==> src/sv/lpmq_pkg.sv <==
// ----------------------------------------------------------------------------
// lpmq_pkg
// Shared types, codes and helpers of the length-prefixed message queue.
// ----------------------------------------------------------------------------
`default_nettype none

package lpmq_pkg;

    // Byte ring size and pointer widths
    localparam int BUF_BYTES = 128;
    localparam int PTR_W     = $clog2(BUF_BYTES);
    localparam int SUM_W     = PTR_W + 2;

    // Command codes
    localparam logic [1:0] CMD_ENQ  = 2'd0;
    localparam logic [1:0] CMD_BYTE = 2'd1;
    localparam logic [1:0] CMD_PEEK = 2'd2;
    localparam logic [1:0] CMD_DISC = 2'd3;

    // Status codes
    localparam logic [2:0] STS_OK       = 3'd0;
    localparam logic [2:0] STS_TOO_LONG = 3'd1;
    localparam logic [2:0] STS_EMPTY    = 3'd2;
    localparam logic [2:0] STS_SEQ      = 3'd3;
    localparam logic [2:0] STS_OFFSET   = 3'd4;

    // Register indexes
    localparam logic [1:0] REG_CAP  = 2'd0;
    localparam logic [1:0] REG_SLOT = 2'd1;

    // Reset values of the registers
    localparam logic [7:0] CAP_RST  = 8'd128;
    localparam logic [7:0] SLOT_RST = 8'd5;

    // Read address selects
    localparam logic [1:0] RD_HEAD_LO = 2'd0;
    localparam logic [1:0] RD_HEAD_HI = 2'd1;
    localparam logic [1:0] RD_PEEK    = 2'd2;

    // Controller to datapath commands
    typedef struct packed {
        logic       latch_in;
        logic       push_data;
        logic       push_lo;
        logic       push_hi;
        logic       start_msg;
        logic       drop;
        logic [1:0] rd_sel;
        logic       hl_cap_lo;
        logic       hl_cap_hi;
        logic       peek_cap;
        logic       set_status;
        logic [2:0] status_code;
    } ctl_t;

    // Datapath to controller status
    typedef struct packed {
        logic [1:0] cmd;
        logic       open;
        logic       too_long;
        logic       empty;
        logic       need_drop;
        logic       off_bad;
    } stat_t;

    // Effective capacity, clamped into 3..BUF_BYTES
    function automatic logic [7:0] cap_eff(input logic [7:0] c);
        logic [7:0] r;
        r = c;
        if (c < 8'd3) r = 8'd3;
        if (32'(c) > BUF_BYTES) r = 8'(BUF_BYTES);
        return r;
    endfunction

    // Effective slot count, at least two
    function automatic logic [7:0] slots_eff(input logic [7:0] s);
        return (s < 8'd2) ? 8'd2 : s;
    endfunction

    // Reduce a sum below twice the capacity into the ring
    function automatic logic [PTR_W-1:0] wrap_ptr(input logic [SUM_W-1:0] sum,
                                                  input logic [7:0] c);
        logic [SUM_W-1:0] d;
        d = sum - SUM_W'(c);
        return (sum >= SUM_W'(c)) ? d[PTR_W-1:0] : sum[PTR_W-1:0];
    endfunction

endpackage

`default_nettype wire

==> src/sv/lpmq_datapath.sv <==
// ----------------------------------------------------------------------------
// lpmq_datapath
// Byte ring, pointers, slot indices and result registers of the queue.
// ----------------------------------------------------------------------------
`default_nettype none

module lpmq_datapath (
    input  wire logic                 clk,
    input  wire logic                 rst_n,
    input  wire logic                 cfg_write,
    input  wire logic [1:0]           cfg_index,
    input  wire logic [7:0]           cfg_data,
    input  wire logic [1:0]           cmd,
    input  wire logic [7:0]           data_byte,
    input  wire logic [15:0]          message_length,
    input  wire logic [15:0]          read_offset,
    input  wire lpmq_pkg::ctl_t       ctl,
    output lpmq_pkg::stat_t           st,
    output logic [2:0]                status,
    output logic [7:0]                byte_out,
    output logic [15:0]               head_length,
    output logic [7:0]                dropped_count,
    output logic [7:0]                front_slot,
    output logic [7:0]                rear_slot,
    output logic [7:0]                bytes_used
);

    logic [7:0]                 cap_reg;
    logic [7:0]                 slot_reg;
    logic [lpmq_pkg::PTR_W-1:0] wp_reg;
    logic [lpmq_pkg::PTR_W-1:0] rp_reg;
    logic [7:0]                 free_reg;
    logic [7:0]                 head_reg;
    logic [7:0]                 tail_reg;
    logic                       open_reg;
    logic [15:0]                rem_reg;
    logic [15:0]                msg_len_reg;
    logic [15:0]                hl_reg;
    logic [7:0]                 hl_lo_reg;
    logic [1:0]                 cmd_reg;
    logic [7:0]                 data_reg;
    logic [15:0]                len_reg;
    logic [15:0]                off_reg;
    logic [2:0]                 status_reg;
    logic [7:0]                 bout_reg;
    logic [7:0]                 drops_reg;
    logic [7:0]                 rd_data_reg;

    logic [7:0] mem [0:lpmq_pkg::BUF_BYTES-1];

    logic [7:0]                 c_eff;
    logic [7:0]                 s_eff;
    logic                       empty;
    logic [7:0]                 tail_inc;
    logic [7:0]                 head_inc;
    logic [16:0]                len_p2;
    logic [16:0]                hl_p2;
    logic [7:0]                 used;
    logic [7:0]                 drop_n;
    logic [lpmq_pkg::PTR_W-1:0] rp_drop;
    logic [lpmq_pkg::PTR_W-1:0] rp_next1;
    logic [lpmq_pkg::PTR_W-1:0] peek_addr;
    logic [lpmq_pkg::PTR_W-1:0] wp_inc;
    logic [lpmq_pkg::PTR_W-1:0] rd_addr;
    logic                       push_en;
    logic                       do_push;
    logic [7:0]                 push_val;
    logic [15:0]                rem_dec;
    logic                       commit_now;
    logic [15:0]                commit_len;

    // Derived sizes and queue conditions
    assign c_eff    = lpmq_pkg::cap_eff(cap_reg);
    assign s_eff    = lpmq_pkg::slots_eff(slot_reg);
    assign empty    = (free_reg >= c_eff) || (head_reg == tail_reg);
    assign tail_inc = ((tail_reg + 8'd1) == s_eff) ? 8'd0 : tail_reg + 8'd1;
    assign head_inc = ((head_reg + 8'd1) == s_eff) ? 8'd0 : head_reg + 8'd1;
    assign len_p2   = 17'(len_reg) + 17'd2;
    assign hl_p2    = 17'(hl_reg) + 17'd2;
    assign used     = c_eff - free_reg;

    // Head drop: prefix plus payload, never more than is stored
    assign drop_n  = (hl_p2 > 17'(used)) ? used : hl_p2[7:0];
    assign rp_drop = lpmq_pkg::wrap_ptr(lpmq_pkg::SUM_W'(rp_reg)
                                        + lpmq_pkg::SUM_W'(drop_n), c_eff);

    // Ring addresses
    assign rp_next1  = lpmq_pkg::wrap_ptr(lpmq_pkg::SUM_W'(rp_reg)
                                          + lpmq_pkg::SUM_W'(1), c_eff);
    assign wp_inc    = lpmq_pkg::wrap_ptr(lpmq_pkg::SUM_W'(wp_reg)
                                          + lpmq_pkg::SUM_W'(1), c_eff);
    // offset is below the head length, which is below the capacity
    assign peek_addr = lpmq_pkg::wrap_ptr(lpmq_pkg::SUM_W'(rp_reg) + lpmq_pkg::SUM_W'(2)
                                          + lpmq_pkg::SUM_W'(off_reg[lpmq_pkg::PTR_W-1:0]),
                                          c_eff);

    always_comb
    begin
        unique case (ctl.rd_sel)
            lpmq_pkg::RD_HEAD_HI: rd_addr = rp_next1;
            lpmq_pkg::RD_PEEK:    rd_addr = peek_addr;
            default:              rd_addr = rp_reg;
        endcase
    end

    // Byte push
    assign push_en  = ctl.push_data || ctl.push_lo || ctl.push_hi;
    assign do_push  = push_en && (free_reg != 8'd0);
    assign push_val = ctl.push_lo ? len_reg[7:0] :
                      ctl.push_hi ? len_reg[15:8] : data_reg;
    assign rem_dec  = (rem_reg != 16'd0) ? rem_reg - 16'd1 : rem_reg;

    // Commit of a message
    assign commit_now = (ctl.push_data && (rem_dec == 16'd0))
                     || (ctl.start_msg && (len_reg == 16'd0));
    assign commit_len = ctl.start_msg ? len_reg : msg_len_reg;

    // Ring storage
    always_ff @(posedge clk)
    begin
        if (do_push)
        begin
            mem[wp_reg] <= push_val;
        end
        rd_data_reg <= mem[rd_addr];
    end

    // Queue control state
    always_ff @(posedge clk or negedge rst_n)
    begin
        if (!rst_n)
        begin
            cap_reg  <= lpmq_pkg::CAP_RST;
            slot_reg <= lpmq_pkg::SLOT_RST;
            wp_reg   <= '0;
            rp_reg   <= '0;
            free_reg <= lpmq_pkg::cap_eff(lpmq_pkg::CAP_RST);
            head_reg <= '0;
            tail_reg <= '0;
            open_reg <= 1'b0;
            rem_reg  <= '0;
        end
        else if (cfg_write && (cfg_index == lpmq_pkg::REG_CAP
                               || cfg_index == lpmq_pkg::REG_SLOT))
        begin
            // register write empties the queue
            if (cfg_index == lpmq_pkg::REG_CAP)
            begin
                cap_reg  <= cfg_data;
                free_reg <= lpmq_pkg::cap_eff(cfg_data);
            end
            else
            begin
                slot_reg <= cfg_data;
                free_reg <= c_eff;
            end
            wp_reg   <= '0;
            rp_reg   <= '0;
            head_reg <= '0;
            tail_reg <= '0;
            open_reg <= 1'b0;
            rem_reg  <= '0;
        end
        else
        begin
            if (do_push)
            begin
                wp_reg   <= wp_inc;
                free_reg <= free_reg - 8'd1;
            end
            if (ctl.drop)
            begin
                rp_reg   <= rp_drop;
                free_reg <= free_reg + drop_n;
                head_reg <= head_inc;
            end
            if (ctl.push_data)
            begin
                rem_reg <= rem_dec;
            end
            if (ctl.start_msg)
            begin
                rem_reg  <= len_reg;
                open_reg <= 1'b1;
            end
            if (commit_now)
            begin
                tail_reg <= tail_inc;
                open_reg <= 1'b0;
            end
        end
    end

    // Item latch, head length and result registers
    always_ff @(posedge clk)
    begin
        if (ctl.latch_in)
        begin
            cmd_reg    <= cmd;
            data_reg   <= data_byte;
            len_reg    <= message_length;
            off_reg    <= read_offset;
            status_reg <= lpmq_pkg::STS_OK;
            bout_reg   <= '0;
            drops_reg  <= '0;
        end
        if (ctl.set_status)
        begin
            status_reg <= ctl.status_code;
        end
        // only drops made to admit a new message are counted
        if (ctl.drop && (cmd_reg == lpmq_pkg::CMD_ENQ))
        begin
            drops_reg <= drops_reg + 8'd1;
        end
        if (ctl.peek_cap)
        begin
            bout_reg <= rd_data_reg;
        end
        if (ctl.hl_cap_lo)
        begin
            hl_lo_reg <= rd_data_reg;
        end
        if (ctl.start_msg)
        begin
            msg_len_reg <= len_reg;
        end
        if (ctl.hl_cap_hi)
        begin
            hl_reg <= {rd_data_reg, hl_lo_reg};
        end
        else if (commit_now && (head_reg == tail_reg))
        begin
            // the committed message becomes the head
            hl_reg <= commit_len;
        end
    end

    // Status toward the controller
    assign st.cmd       = cmd_reg;
    assign st.open      = open_reg;
    assign st.too_long  = len_p2 > 17'(c_eff);
    assign st.empty     = empty;
    assign st.need_drop = ((len_p2 > 17'(free_reg)) || (tail_inc == head_reg)) && !empty;
    assign st.off_bad   = off_reg >= hl_reg;

    // Result fields
    assign status        = status_reg;
    assign byte_out      = bout_reg;
    assign head_length   = empty ? 16'd0 : hl_reg;
    assign dropped_count = drops_reg;
    assign front_slot    = head_reg;
    assign rear_slot     = tail_reg;
    assign bytes_used    = used;

endmodule

`default_nettype wire

==> src/sv/lpmq_ctrl.sv <==
// ----------------------------------------------------------------------------
// lpmq_ctrl
// Command sequencer: decodes each item and steps the datapath through it.
// ----------------------------------------------------------------------------
`default_nettype none

module lpmq_ctrl (
    input  wire logic            clk,
    input  wire logic            rst_n,
    input  wire logic            in_valid,
    output logic                 in_stall,
    output logic                 out_valid,
    input  wire logic            out_stall,
    input  wire lpmq_pkg::stat_t st,
    output lpmq_pkg::ctl_t       ctl
);

    localparam logic [3:0] S_IDLE    = 4'd0;
    localparam logic [3:0] S_EXEC    = 4'd1;
    localparam logic [3:0] S_DROP    = 4'd2;
    localparam logic [3:0] S_PUSH_LO = 4'd3;
    localparam logic [3:0] S_PUSH_HI = 4'd4;
    localparam logic [3:0] S_HL0     = 4'd5;
    localparam logic [3:0] S_HL1     = 4'd6;
    localparam logic [3:0] S_HL2     = 4'd7;
    localparam logic [3:0] S_PEEK0   = 4'd8;
    localparam logic [3:0] S_PEEK1   = 4'd9;
    localparam logic [3:0] S_RESP    = 4'd10;

    logic [3:0] state_reg;
    logic [3:0] state_next;

    assign in_stall  = (state_reg != S_IDLE);
    assign out_valid = (state_reg == S_RESP);

    // Next state and commands
    always_comb
    begin
        state_next = state_reg;
        ctl        = '0;
        ctl.rd_sel = lpmq_pkg::RD_HEAD_LO;
        unique case (state_reg)
            S_IDLE:
            begin
                if (in_valid)
                begin
                    ctl.latch_in = 1'b1;
                    state_next   = S_EXEC;
                end
            end
            S_EXEC:
            begin
                state_next = S_RESP;
                if (st.cmd == lpmq_pkg::CMD_BYTE)
                begin
                    if (st.open)
                    begin
                        ctl.push_data = 1'b1;
                    end
                    else
                    begin
                        ctl.set_status  = 1'b1;
                        ctl.status_code = lpmq_pkg::STS_SEQ;
                    end
                end
                else if (st.open)
                begin
                    ctl.set_status  = 1'b1;
                    ctl.status_code = lpmq_pkg::STS_SEQ;
                end
                else
                begin
                    unique case (st.cmd)
                        lpmq_pkg::CMD_ENQ:
                        begin
                            if (st.too_long)
                            begin
                                ctl.set_status  = 1'b1;
                                ctl.status_code = lpmq_pkg::STS_TOO_LONG;
                            end
                            else
                            begin
                                state_next = S_DROP;
                            end
                        end
                        lpmq_pkg::CMD_PEEK:
                        begin
                            if (st.empty)
                            begin
                                ctl.set_status  = 1'b1;
                                ctl.status_code = lpmq_pkg::STS_EMPTY;
                            end
                            else if (st.off_bad)
                            begin
                                ctl.set_status  = 1'b1;
                                ctl.status_code = lpmq_pkg::STS_OFFSET;
                            end
                            else
                            begin
                                state_next = S_PEEK0;
                            end
                        end
                        default:
                        begin
                            // discard
                            if (st.empty)
                            begin
                                ctl.set_status  = 1'b1;
                                ctl.status_code = lpmq_pkg::STS_EMPTY;
                            end
                            else
                            begin
                                ctl.drop   = 1'b1;
                                state_next = S_HL0;
                            end
                        end
                    endcase
                end
            end
            S_DROP:
            begin
                if (st.need_drop)
                begin
                    ctl.drop   = 1'b1;
                    state_next = S_HL0;
                end
                else
                begin
                    state_next = S_PUSH_LO;
                end
            end
            S_PUSH_LO:
            begin
                ctl.push_lo = 1'b1;
                state_next  = S_PUSH_HI;
            end
            S_PUSH_HI:
            begin
                ctl.push_hi   = 1'b1;
                ctl.start_msg = 1'b1;
                state_next    = S_RESP;
            end
            // reload head length from the new head prefix
            S_HL0:
            begin
                ctl.rd_sel = lpmq_pkg::RD_HEAD_LO;
                state_next = S_HL1;
            end
            S_HL1:
            begin
                ctl.rd_sel    = lpmq_pkg::RD_HEAD_HI;
                ctl.hl_cap_lo = 1'b1;
                state_next    = S_HL2;
            end
            S_HL2:
            begin
                ctl.hl_cap_hi = 1'b1;
                state_next    = (st.cmd == lpmq_pkg::CMD_ENQ) ? S_DROP : S_RESP;
            end
            S_PEEK0:
            begin
                ctl.rd_sel = lpmq_pkg::RD_PEEK;
                state_next = S_PEEK1;
            end
            S_PEEK1:
            begin
                ctl.peek_cap = 1'b1;
                state_next   = S_RESP;
            end
            S_RESP:
            begin
                if (!out_stall)
                begin
                    state_next = S_IDLE;
                end
            end
            default:
            begin
                state_next = S_IDLE;
            end
        endcase
    end

    always_ff @(posedge clk or negedge rst_n)
    begin
        if (!rst_n)
        begin
            state_reg <= S_IDLE;
        end
        else
        begin
            state_reg <= state_next;
        end
    end

endmodule

`default_nettype wire

==> src/sv/length_prefixed_message_queue.sv <==
// ----------------------------------------------------------------------------
// length_prefixed_message_queue
// Queue of whole length-prefixed messages in a byte ring, dropping the
// oldest messages to admit a new one.
// ----------------------------------------------------------------------------
//  channel | direction | handshake          | payload
//  --------+-----------+--------------------+----------------------------------
//  in      | input     | in_valid/in_stall  | cmd, data_byte, message_length,
//          |           |                    | read_offset
//  out     | output    | out_valid/out_stall| status, byte_out, head_length,
//          |           |                    | dropped_count, front_slot,
//          |           |                    | rear_slot, bytes_used
//  cfg     | input     | cfg_write          | cfg_index, cfg_data
//
//  One item at a time; the result is held until taken, then the next item
//  is accepted. Payload byte, refused and too-long items go from decode
//  straight to the result; peek reads one ring byte; discard and begin-enqueue
//  drop head messages, and each drop rereads the new head prefix through the
//  single ring read port. Reset (rst_n low, asynchronous) empties the queue;
//  a register write does the same. Stall on the output holds the result and the input stalled.
// ----------------------------------------------------------------------------
`default_nettype none

module length_prefixed_message_queue (
    input  wire logic        clk,
    input  wire logic        rst_n,
    input  wire logic        cfg_write,
    input  wire logic [1:0]  cfg_index,
    input  wire logic [7:0]  cfg_data,
    input  wire logic        in_valid,
    output logic             in_stall,
    input  wire logic [1:0]  cmd,
    input  wire logic [7:0]  data_byte,
    input  wire logic [15:0] message_length,
    input  wire logic [15:0] read_offset,
    output logic             out_valid,
    input  wire logic        out_stall,
    output logic [2:0]       status,
    output logic [7:0]       byte_out,
    output logic [15:0]      head_length,
    output logic [7:0]       dropped_count,
    output logic [7:0]       front_slot,
    output logic [7:0]       rear_slot,
    output logic [7:0]       bytes_used
);

    lpmq_pkg::ctl_t  ctl;
    lpmq_pkg::stat_t st;

    lpmq_ctrl u_ctrl (
        .clk       (clk),
        .rst_n     (rst_n),
        .in_valid  (in_valid),
        .in_stall  (in_stall),
        .out_valid (out_valid),
        .out_stall (out_stall),
        .st        (st),
        .ctl       (ctl)
    );

    lpmq_datapath u_dp (
        .clk            (clk),
        .rst_n          (rst_n),
        .cfg_write      (cfg_write),
        .cfg_index      (cfg_index),
        .cfg_data       (cfg_data),
        .cmd            (cmd),
        .data_byte      (data_byte),
        .message_length (message_length),
        .read_offset    (read_offset),
        .ctl            (ctl),
        .st             (st),
        .status         (status),
        .byte_out       (byte_out),
        .head_length    (head_length),
        .dropped_count  (dropped_count),
        .front_slot     (front_slot),
        .rear_slot      (rear_slot),
        .bytes_used     (bytes_used)
    );

endmodule

`default_nettype wire

==> config.mk <==
export PLATFORM = sky130hd
export DESIGN_NAME = length_prefixed_message_queue
export DESIGN_NICKNAME = d
export VERILOG_FILES = /design/src/sv/lpmq_pkg.sv /design/src/sv/lpmq_datapath.sv /design/src/sv/lpmq_ctrl.sv /design/src/sv/length_prefixed_message_queue.sv
export SDC_FILE = /design/constraint.sdc
export NUM_CORES = 2
export LEC_CHECK = 0
export ABC_AREA = 1
export BUFFER_PORTS_ARGS = -buffer_cell sky130_fd_sc_hd__buf_2
export CORE_ASPECT_RATIO = 0.7
export CORE_MARGIN = 2
export CORE_UTILIZATION = 45
export CTS_CLUSTER_SIZE = 40
export DETAILED_ROUTE_END_ITERATION = 8
export PLACE_DENSITY_LB_ADDON = 0.15
export RECOVER_POWER = 50
export SLEW_MARGIN = 5
export SYNTH_ARGS = -nofsm -noshare
export SYNTH_HDL_FRONTEND = slang
export SYNTH_SLANG_ARGS = --single-unit
==> constraint.sdc <==
create_clock -name clk -period 9.7 [get_ports clk]
set_input_delay 0.485 -clock clk [delete_from_list [all_inputs] [get_ports clk]]
set_output_delay 0.485 -clock clk [all_outputs]
set_load 0.01 [all_outputs]
==> qor.yml <==
synthesis:
  syn-num-nets: 6094
  syn_area_um2: 58800
  yosysWarnings: 0
  ys_top_cells_by_count: "nand2_1, edfxtp_1, nand3_1, inv_1, nor2_1"
  yosysTopAreaCellShare_pct: 56.7
  synth_cell_types: 57
  yosysSeqAreaShare_pct: 60.7
  synth_area_leader_cell: "edfxtp_1"
  synth.most_common_cell: "nand2_1"
  async_flop_share_pct: 6.21
  ys_ff_latch: 1208
  synth_edf_count: 1109
  synth_cells: 5906
  synth-main-ff-cell: "edfxtp_1"
  avgSynthCellArea_um2: 9.95
  synth_area_leaders: "edfxtp_1, nand3_1, nand2_1, inv_1, nand3b_1"
layout:
  drive_gt1_share_pct: 5.56
  utilization_pct: 50.2
  num-fill-cells: 11900
  regMostFlops: "u_dp.mem"
  final_cell_count_no_fill: 7780
  largest_reg_flops: 1024
  diodes: 0
  fin_nets: 6139
  syn_to_final_growth_pct: 10.4
placed_design:
  dp.cells: 7519
  place.port_buffers: 117
  dpl.hpwl_mm: 103
  place.gp.congestion: 0.919
pwr:
  power.internal_mw: 11.6
  p_total_mw: 20.8
  swShare_pct: 44.5
  power_switching_mw: 9.25
  p_per_area_nw_per_um2: 321
  p_seq_share_pct: 32.8
  ir_drop_mv: 0.275
  p_comb_share_pct: 45.7
  pwr-share-clk_pct: 21.5
  leakage_nw: 26.3
global_routing:
  grt_pass1_vias: 40400
  grt_pass1_wl_mm: 260
  grt_max_degree: 185
  antenna_found_initial: 3
  grt_overflow: 0
  grtUsageTotal_pct: 25.5
floorplanning:
  io_pins: 118
  initial_core_util_pct: 45.5
  die_w_um: 436
  dieHeight_um: 306
  fp-row-count: 110
  core_area_um2: 129000
  die_area_um2: 134000
detailed_routing:
  first_pass_iters: 5
  postRouteAntennaNets: 0
  wl_per_cell_um: 22.2
  via_per_inst: 5.47
  num_vias: 42600
  drtIter0Drc: 4772
  wl_mm: 173
  drc: 0
setup_path:
  crit_chain: "inv_1, nor2_1, inv_1, nor2_1, clkbuf_1, inv_1, clkbuf_1, nor2_1, inv_1, a31oi_4, clkbuf_1, buf_4"
  cpLargestDelayFamily: "buffers and inverters"
  critPathArrivalTime_ns: 8.23
  slowest_delay_ns: 3.09
  critPathMaxFanout: 73
  cp_slowest_cell: "clkbuf_1"
  required_ns: 10.10
  worstPathBufferInverterCount: 8
  cp-start-kind: "register"
  endpoint_kind: "register"
  worst_path_most_repeated_cell: "inv_1"
  path_class: "reg -> reg"
cts:
  max-clock-path-buffers: 3
  cts_resized: 0
  cts-buffers-inserted: 116
  clkLatencyLatePin_ns: 0.75
  cts_tree: "done"
  ctsHtreeMaxLevel: 3
  cts_root_buf: "clkbuf_16"
  clkSinkCount: 1208
  clk_pin_slew_worst_paths_ns: 0.08
sta:
  holdWs_ns: 0.0434
  fin_skew_ns: 0.0405
  rsz0062_at_grt: "no"
  fmaxAchievable_mhz: 128
  fin_crit_sh_pct: 80.7
  fin_crit_ns: 7.83
  hold_viol: 0
  tightest_slew_ns: 4.40
  setup_viol: 0
  tns_ns: 0
  final-max-slew-violation-count: 858
  slew_headroom_pct: -193
run_status:
  status: "complete, but fails checks"
  violations: "max-capacitance violations, max-slew violations"
min_path:
  hold_path.class: "in -> reg"
run:
  drv_cap: 18
## path summary, 6_finish.rpt
path / start / slack, ns / to / depth (start not counted)
setup reg to reg: u_ctrl.state_reg[2] / 1.87 / u_dp.mem[26][4] / 12
setup / recovery: u_ctrl.state_reg[2] / 1.87 / u_dp.mem[26][4] / 12
max in group asynchronous: rst_n / 5.19 / u_dp.rem_reg[15] / 3
min in group asynchronous: rst_n / 0.44 / u_dp.rear_slot[7] / 2
hold / removal: cfg_write / 0.04 / u_dp.cap_reg[6] / 3
hold reg to reg: u_dp.msg_len_reg[11] / 0.46 / u_dp.msg_len_reg[11] / 2
## cell families (layout without fill, tap and decap cells)
group | Yosys count | after routing | synth area share [%]
xor+xnor | 84 | 84 | 1.25
compound gates | 290 | 290 | 2.79
fa+ha+maj | 131 | 131 | 2.89
simple gates | 3047 | 3047 | 24.6
buf+inv | 1146 | 1284 | 7.75
flops | 1208 | 1208 | 60.7
## worst min-delay path, cell delays in order
cell and delay (ns):
buf_2 0.09, inv_1 0.06, o22ai_1 0.09
## power by group through the flow
stage                     Sequential (mW)  Clock (mW)  Combinational (mW)
after floorplan                      6.95           0                6.13
after global placement               6.87           0                9.34
after detailed placement             6.86           0                9.39
after CTS                            6.76        4.53                9.43
after global routing                 6.84        4.73                10.4
final                                6.82        4.48                9.51
## layout make-up
type | instances | area [µm²] | area share [%]
clock buffers | 152 | 3150 | 4.86
inverters | 841 | 3170 | 4.89
clock inverters | 59 | 500 | 0.772
multi-input cells | 3552 | 18700 | 28.9
repair buffers | 232 | 1490 | 2.29
well taps | 1736 | 2170 | 3.35
flip-flops and latches | 1208 | 35700 | 55.0
## placed cells by master (no fill, tap or decap), types with 39 or more instances in the layout
| cell type | synthesis | layout |
|---|---|---|
| a21oi_1 | 74 | 74 |
| buf_2 | 157 | 70 |
| buf_4 | 8 | 39 |
| clkbuf_1 | 97 | 94 |
| clkbuf_16 | 0 | 120 |
| dfrtp_1 | 71 | 71 |
| dlygate4sd3_1 | 0 | 50 |
| edfxtp_1 | 1109 | 1109 |
| ha_1 | 123 | 123 |
| inv_1 | 831 | 829 |
| nand2_1 | 1120 | 1119 |
| nand3_1 | 1085 | 1085 |
| nand3b_1 | 354 | 354 |
| nand4_1 | 40 | 40 |
| nor2_1 | 359 | 359 |
| o21ai_0 | 116 | 115 |
| xor2_1 | 70 | 70 |
## per-stage QoR
stage          setup slack, ns  cell area, µm²
2_1_floorplan             3.41           58800
3_3_place_gp              2.51           60900
3_5_place_dp              2.49           60900
4_1_cts                   2.47           65000
5_1_grt                   1.34           64900
6_report                  1.87           64900
## layer usage
layer | vias to the layer above | GRT usage (%) | wire (µm)
met5 | - | 0 | 13
met4 | 2 | 5.97 | 3550
met3 | 246 | 5.40 | 15400
met2 | 1634 | 36.0 | 72000
met1 | 20600 | 39.7 | 81500
li1 | 20100 | - | -
## timing repair
action                     4_1_cts  5_1_grt
hold endpoints to repair        66        0
setup endpoints to repair        0        0
hold buffers                    50        0
setup buffers                    0        0
No activity file was read; power rests on OpenSTA's default activity.
